File: config.mk
export PLATFORM = sky130hd
export DESIGN_NAME = jpeg_frame_boundary_scanner
export DESIGN_NICKNAME = d
export VERILOG_FILES = /design/src/sv/jfbs_pkg.sv /design/src/sv/jfbs_state.sv /design/src/sv/jpeg_frame_boundary_scanner.sv
export SDC_FILE = /design/constraint.sdc
export NUM_CORES = 1
export LEC_CHECK = 0
export BUFFER_PORTS_ARGS = -buffer_cell sky130_fd_sc_hd__buf_4
export CAP_MARGIN = 15
export CORE_MARGIN = 5
export CORE_UTILIZATION = 45
export DETAILED_ROUTE_END_ITERATION = 10
export SYNTH_ARGS = -nofsm -noshare
export SYNTH_HDL_FRONTEND = slang
export SYNTH_SLANG_ARGS = --single-unit
export TNS_END_PERCENT = 1
File: constraint.sdc
create_clock -name clk_i -period 8.3 [get_ports clk_i]
set_input_delay 0.83 -clock clk_i [delete_from_list [all_inputs] [get_ports clk_i]]
set_output_delay 0.83 -clock clk_i [all_outputs]
set_load 0.02 [all_outputs]
File: src/sv/jfbs_pkg.sv
// shared types and constants for the jpeg frame boundary scanner
package jfbs_pkg;

  // marker ranges on the upper half of the byte window
  localparam logic [15:0] MarkerLo    = 16'hFFC0;
  localparam logic [15:0] MarkerHi    = 16'hFFFE;
  localparam logic [15:0] SoiCode     = 16'hFFD8;
  localparam logic [15:0] NoLenLo     = 16'hFFD0;
  localparam logic [15:0] NoLenHi     = 16'hFFD9;
  // lower half of the window after an soi that opens a frame
  localparam logic [15:0] SoiNextLo   = 16'hFFC0;
  localparam logic [15:0] MaxSegReset = 16'hF000;

  // one input byte transfer
  typedef struct packed {
    logic [7:0] byte_in;
    logic       end_of_stream;
  } in_item_t;

  // one result transfer
  typedef struct packed {
    logic frame_boundary;
    logic in_frame;
    logic skipping;
  } out_item_t;

endpackage

File: src/sv/jfbs_state.sv
// scan state registers and per-byte next-state logic
module jfbs_state (
  input  logic               clk_i,
  input  logic               rst_ni,
  input  logic               step_i,
  input  jfbs_pkg::in_item_t item_i,
  input  logic [15:0]        max_seg_i,
  output jfbs_pkg::out_item_t result_o
);

  logic [31:0] window_q, window_d;
  logic        open_q, open_d;
  logic [15:0] skip_q, skip_d;

  logic [31:0] shifted;
  logic [15:0] hi, len, count;
  logic        is_marker, is_soi, has_len;
  logic        boundary, skipping;

  assign shifted   = {window_q[23:0], item_i.byte_in};
  assign hi        = shifted[31:16];
  assign len       = shifted[15:0];
  assign is_marker = (hi >= jfbs_pkg::MarkerLo) && (hi <= jfbs_pkg::MarkerHi);
  assign is_soi    = (hi == jfbs_pkg::SoiCode) && (len >= jfbs_pkg::SoiNextLo);
  assign has_len   = (hi < jfbs_pkg::NoLenLo) || (hi > jfbs_pkg::NoLenHi);

  // skip count, zero when absent or at or over the limit inside a frame
  always_comb begin
    count = (len != 16'd0) ? len - 16'd1 : 16'd0;
    if (open_q && (count >= max_seg_i)) begin
      count = 16'd0;
    end
  end

  // next state for one byte
  always_comb begin
    window_d = window_q;
    open_d   = open_q;
    skip_d   = skip_q;
    boundary = 1'b0;
    skipping = 1'b0;
    if (!item_i.end_of_stream) begin
      if (skip_q != 16'd0) begin
        skip_d   = skip_q - 16'd1;
        window_d = '0;
        skipping = 1'b1;
      end else begin
        window_d = shifted;
        if (is_marker) begin
          if (is_soi) begin
            boundary = open_q;
            open_d   = 1'b1;
          end else if (has_len && (count != 16'd0)) begin
            skip_d   = count - 16'd1;
            window_d = '0;
          end
        end
      end
    end
  end

  assign result_o.frame_boundary = boundary;
  assign result_o.in_frame       = open_d;
  assign result_o.skipping       = skipping;

  // state update on each processed item
  always_ff @(posedge clk_i or negedge rst_ni) begin
    if (!rst_ni) begin
      window_q <= '0;
      open_q   <= 1'b0;
      skip_q   <= '0;
    end else if (step_i) begin
      window_q <= window_d;
      open_q   <= open_d;
      skip_q   <= skip_d;
    end
  end

endmodule

File: src/sv/jpeg_frame_boundary_scanner.sv
// Scans a jpeg / mjpeg byte stream and flags where each new frame begins.
// Input channel: in_valid_i / in_stall_o with in_data_i (one byte, or an
// end-of-stream marker). Output channel: out_valid_o / out_stall_i with
// out_data_o, one result for every input transfer, in order.
// Configuration: cfg_valid_i / cfg_ready_o carry the maximum segment length;
// ready is always high, and writes belong while the block is idle.
// From the input transfer to the result being shown, the byte first lands in
// the input register, then the scan logic updates its window, frame flag and
// skip counter and loads the result register. Throughput is one byte per
// cycle while the receiver does not stall; the next byte's scan depends only
// on the state left by the previous byte.
// When the receiver stalls, the result register holds its value, the input
// register fills, and in_stall_o rises until the result is taken.
// Reset clears the window, frame flag, skip counter and both valid flags,
// and sets the maximum segment length to 61440.
module jpeg_frame_boundary_scanner (
  input  logic                clk_i,
  input  logic                rst_ni,
  input  logic                in_valid_i,
  output logic                in_stall_o,
  input  jfbs_pkg::in_item_t  in_data_i,
  output logic                out_valid_o,
  input  logic                out_stall_i,
  output jfbs_pkg::out_item_t out_data_o,
  input  logic                cfg_valid_i,
  output logic                cfg_ready_o,
  input  logic [15:0]         cfg_data_i
);

  logic                in_valid_q;
  jfbs_pkg::in_item_t  in_item_q;
  logic                out_valid_q;
  jfbs_pkg::out_item_t out_item_q;
  jfbs_pkg::out_item_t result;
  logic [15:0]         max_seg_q;
  logic                advance, step, in_xfer;

  assign advance    = !out_valid_q || !out_stall_i;
  assign step       = in_valid_q && advance;
  assign in_stall_o = in_valid_q && !advance;
  assign in_xfer    = in_valid_i && !in_stall_o;
  assign cfg_ready_o = 1'b1;

  // input register
  always_ff @(posedge clk_i or negedge rst_ni) begin
    if (!rst_ni) begin
      in_valid_q <= 1'b0;
    end else if (advance || !in_valid_q) begin
      in_valid_q <= in_valid_i;
    end
  end

  always_ff @(posedge clk_i) begin
    if (in_xfer) begin
      in_item_q <= in_data_i;
    end
  end

  // scan logic and state
  jfbs_state u_state (
    .clk_i     (clk_i),
    .rst_ni    (rst_ni),
    .step_i    (step),
    .item_i    (in_item_q),
    .max_seg_i (max_seg_q),
    .result_o  (result)
  );

  // result register
  always_ff @(posedge clk_i or negedge rst_ni) begin
    if (!rst_ni) begin
      out_valid_q <= 1'b0;
    end else if (advance) begin
      out_valid_q <= in_valid_q;
    end
  end

  always_ff @(posedge clk_i) begin
    if (step) begin
      out_item_q <= result;
    end
  end

  // configuration register
  always_ff @(posedge clk_i or negedge rst_ni) begin
    if (!rst_ni) begin
      max_seg_q <= jfbs_pkg::MaxSegReset;
    end else if (cfg_valid_i && cfg_ready_o) begin
      max_seg_q <= cfg_data_i;
    end
  end

  assign out_valid_o = out_valid_q;
  assign out_data_o  = out_item_q;

endmodule

==> results.cfg <==
[run_status]
status = completed

[floorplan]
fp-row-count = 36
die_h_um = 110
core-area_um2 = 9730
fp.dieW_um = 110
dieArea_um2 = 12000
initial_core_util_pct = 45.9
boundaryPins = 36

[logic_synthesis]
synth_mux_area_share_pct = 2.44
async_flop_share_pct = 83.1
yosys_warnings = 0
syn_nets = 517
synth_compound_area_share_pct = 21.8
synth-seq-cells = 71
synth_top_family_by_area = simple AND/OR/NAND/NOR gates
synth_most_common_cell = dfrtp_1
synthSimpleGateAreaFrac_pct = 22.2
syn_area_per_cell_um2 = 9.55
synthCells = 468
ys_top_cells_by_area = dfrtp_1, edfxtp_1, ha_1, a22o_1, o21ai_0
synthAdderAreaFrac_pct = 5.32
ys_types = 74
synth_ff_type = dfrtp_1
netlist_area_um2 = 4470
yosysSeqAreaShare_pct = 41.2
synth_largest_area_cell = dfrtp_1
synth_common_cells = dfrtp_1, nor2_1, nand2_1
synth_xor_area_share_pct = 1.37
synth_top_area_share_pct = 30.8
synth_edf_count = 12

[sta]
max-slew-margin-rel_pct = 27.9
fmax_ghz = 0.154
finalHoldViolations = 0
fin_skew_ns = 0.0111
rsz0062_at_grt = false
setup_viol_count_final = 0
finalCriticalPeriod_ns = 6.48
worst_pin_slew_ns = 1.08
setup_tns_ns = 0
drv_slew = 0
post-route-period-util_pct = 78.1

[global_routing]
antenna_found_initial = 0
grtUsageTotal_pct = 20.3
grt_max_degree = 60
grt_pass1_vias = 3583
overflow = 0
grt_pass1_wl_um = 18700

[setup_path]
worstSetupStartpoint = in_item_q[1]
start_kind = flop
crit_required_ns = 8.54
criticalPathCategory = flop to flop
reg2reg_from = in_item_q[1]
crit_fanout = 11
worstPathArrival_ns = 6.72
crit_path_end_kind = flop

[clock_network]
tritoncts = yes
htreeDepth = 3
numCtsBuffers = 9
clkTransAtPathRegs_ns = 0.08
cts.repair.resized = 0
cts_setup_buffers = 0
clock_sinks = 71
cts-root-buf = clkbuf_8
clock_latency_ns = 0.36
holdBufCountCts = 0
clock_path_buffers = 2

[worst_hold_path]
min_path_type = flop to flop
min_from = in_valid_q

[job]
drv_cap = 0

[power_and_ir_drop]
ir_drop_v = 0.0000977
power.switching_w = 0.000277
power_frac_seq_pct = 48.0
combPwrFrac_pct = 20.5
p_per_area_nw_per_um2 = 182
p_int_w = 0.000626
swShare_pct = 30.7
pwr-share-clk_pct = 31.4
leakage_nw = 2.11

[drt]
drc = 0
routed_wl_um = 11600
ant_nets = 0
first_pass_iters = 4
wl_per_cell_um = 18.5
drtIter0Drc = 179
num_vias = 3744
viasPerCell = 6.00

[finish]
final_layout_size_suffix_gt1_share_pct = 17.1
fin_nets = 536
fill_cells = 942
final_cells = 624
synthToLayoutAreaGrowth_pct = 10.9
antennaDiodeCount = 0

[place]
io_buffers = 34
gp_congestion = 0.874
placed_cells = 609
dp_hpwl_um = 8450
==> critical path, stage by stage, from the launching register on <==
cell and delay [ns]:
edfxtp_1 0.51, inv_1 0.18, ha_1 0.26, nor4b_2 0.40, nand4_2 0.35, o21ai_1 0.37
inv_1 0.10, ha_1 0.31, nand4_1 0.19, nor4_1 0.35, o41a_1 0.37, or2_2 0.33
nor2_1 0.11, a21oi_1 0.22, ha_1 0.23, nand2b_1 0.08, or2_2 0.33, a31oi_2 0.35
nor4b_4 0.36, nand2_1 0.09, a2111oi_0 0.52, o21ai_0 0.18, a21boi_1 0.16
==> worst paths after layout <==
check	end	slack, ns	cells after the start
worst max-delay path	u_state.skip_q[10]	1.82	22
worst min-delay path	out_valid_o	0.51	1
worst max register to register	u_state.skip_q[10]	1.82	22
worst min register to register	out_valid_o	0.51	1
max in group asynchronous	max_seg_q[7]	7.23	1
min in group asynchronous	u_state.window_q[3]	0.56	1
==> flip-flops by register name (all words and copies together) (netlist names) <==
signal	count
max_seg_q	16
out_valid_o	1
in_valid_q	1
u_state.open_q	1
u_state.window_q	24
u_state.skip_q	16
in_item_q	9
out_data_o	3
==> power groups by stage <==
stage	registers, W	clock network [W]	logic [W]
2_1_floorplan	0.000427	0	0.000135
3_5_place_dp	0.000439	0	0.000186
6_report	0.000434	0.000284	0.000186
4_1_cts	0.000433	0.000292	0.000187
3_3_place_gp	0.000440	0	0.000184
5_1_grt	0.000440	0.000302	0.000209
==> final cells by class <==
type	count	area (µm²)	area share (%)
clock buffer	12	155	3.13
clock inverter	3	43.8	0.883
inverter	29	109	2.20
multi-input combinational	341	2380	48.0
sequential	71	1840	37.2
tap	133	166	3.36
timing repair buffer	35	263	5.30
==> cells by family after synthesis <==
group	after synthesis
other	1
multiplexers	10
buffers and inverters	56
adder cells (fa/ha/maj)	19
flip-flops	71
AND/OR/NAND/NOR	170
XOR/XNOR	7
AO/OA/AOI/OAI	134
==> layout by cell type, fill, tap and decap left out, types with 8 or more instances in the layout <==
| cell type | instances |
|---|---|
| a21oi_1 | 20 |
| a22o_1 | 27 |
| buf_4 | 35 |
| clkbuf_8 | 11 |
| dfrtp_1 | 55 |
| edfxtp_1 | 12 |
| ha_1 | 19 |
| inv_1 | 29 |
| nand2_1 | 33 |
| nand3_1 | 17 |
| nand4_1 | 8 |
| nor2_1 | 35 |
| nor3_1 | 12 |
| o21ai_0 | 31 |
==> metal layers <==
layer	GRT usage (%)	part of all wire, %
met5	0	0
met2	33.1	47
met4	7.66	2.9
met3	3.46	5.7
met1	27.0	44
==> through the flow <==
stage | total power (W) | cell area [µm²] | utilization, % | hold WS [ns] | worst slack [ns]
after floorplan | 0.000562 | 4470 | - | 0.449 | 3.14
after global placement | 0.000624 | 4760 | 48.9 | 0.462 | 2.12
after detailed placement | 0.000625 | 4760 | 48.9 | 0.496 | 1.96
after CTS | 0.000911 | 4960 | 51.0 | 0.513 | 1.90
after global routing | 0.000951 | 4960 | 51.0 | 0.526 | 1.32
final | 0.000903 | 4960 | 51.0 | 0.508 | 1.82
(Power assumes the default switching activity.)
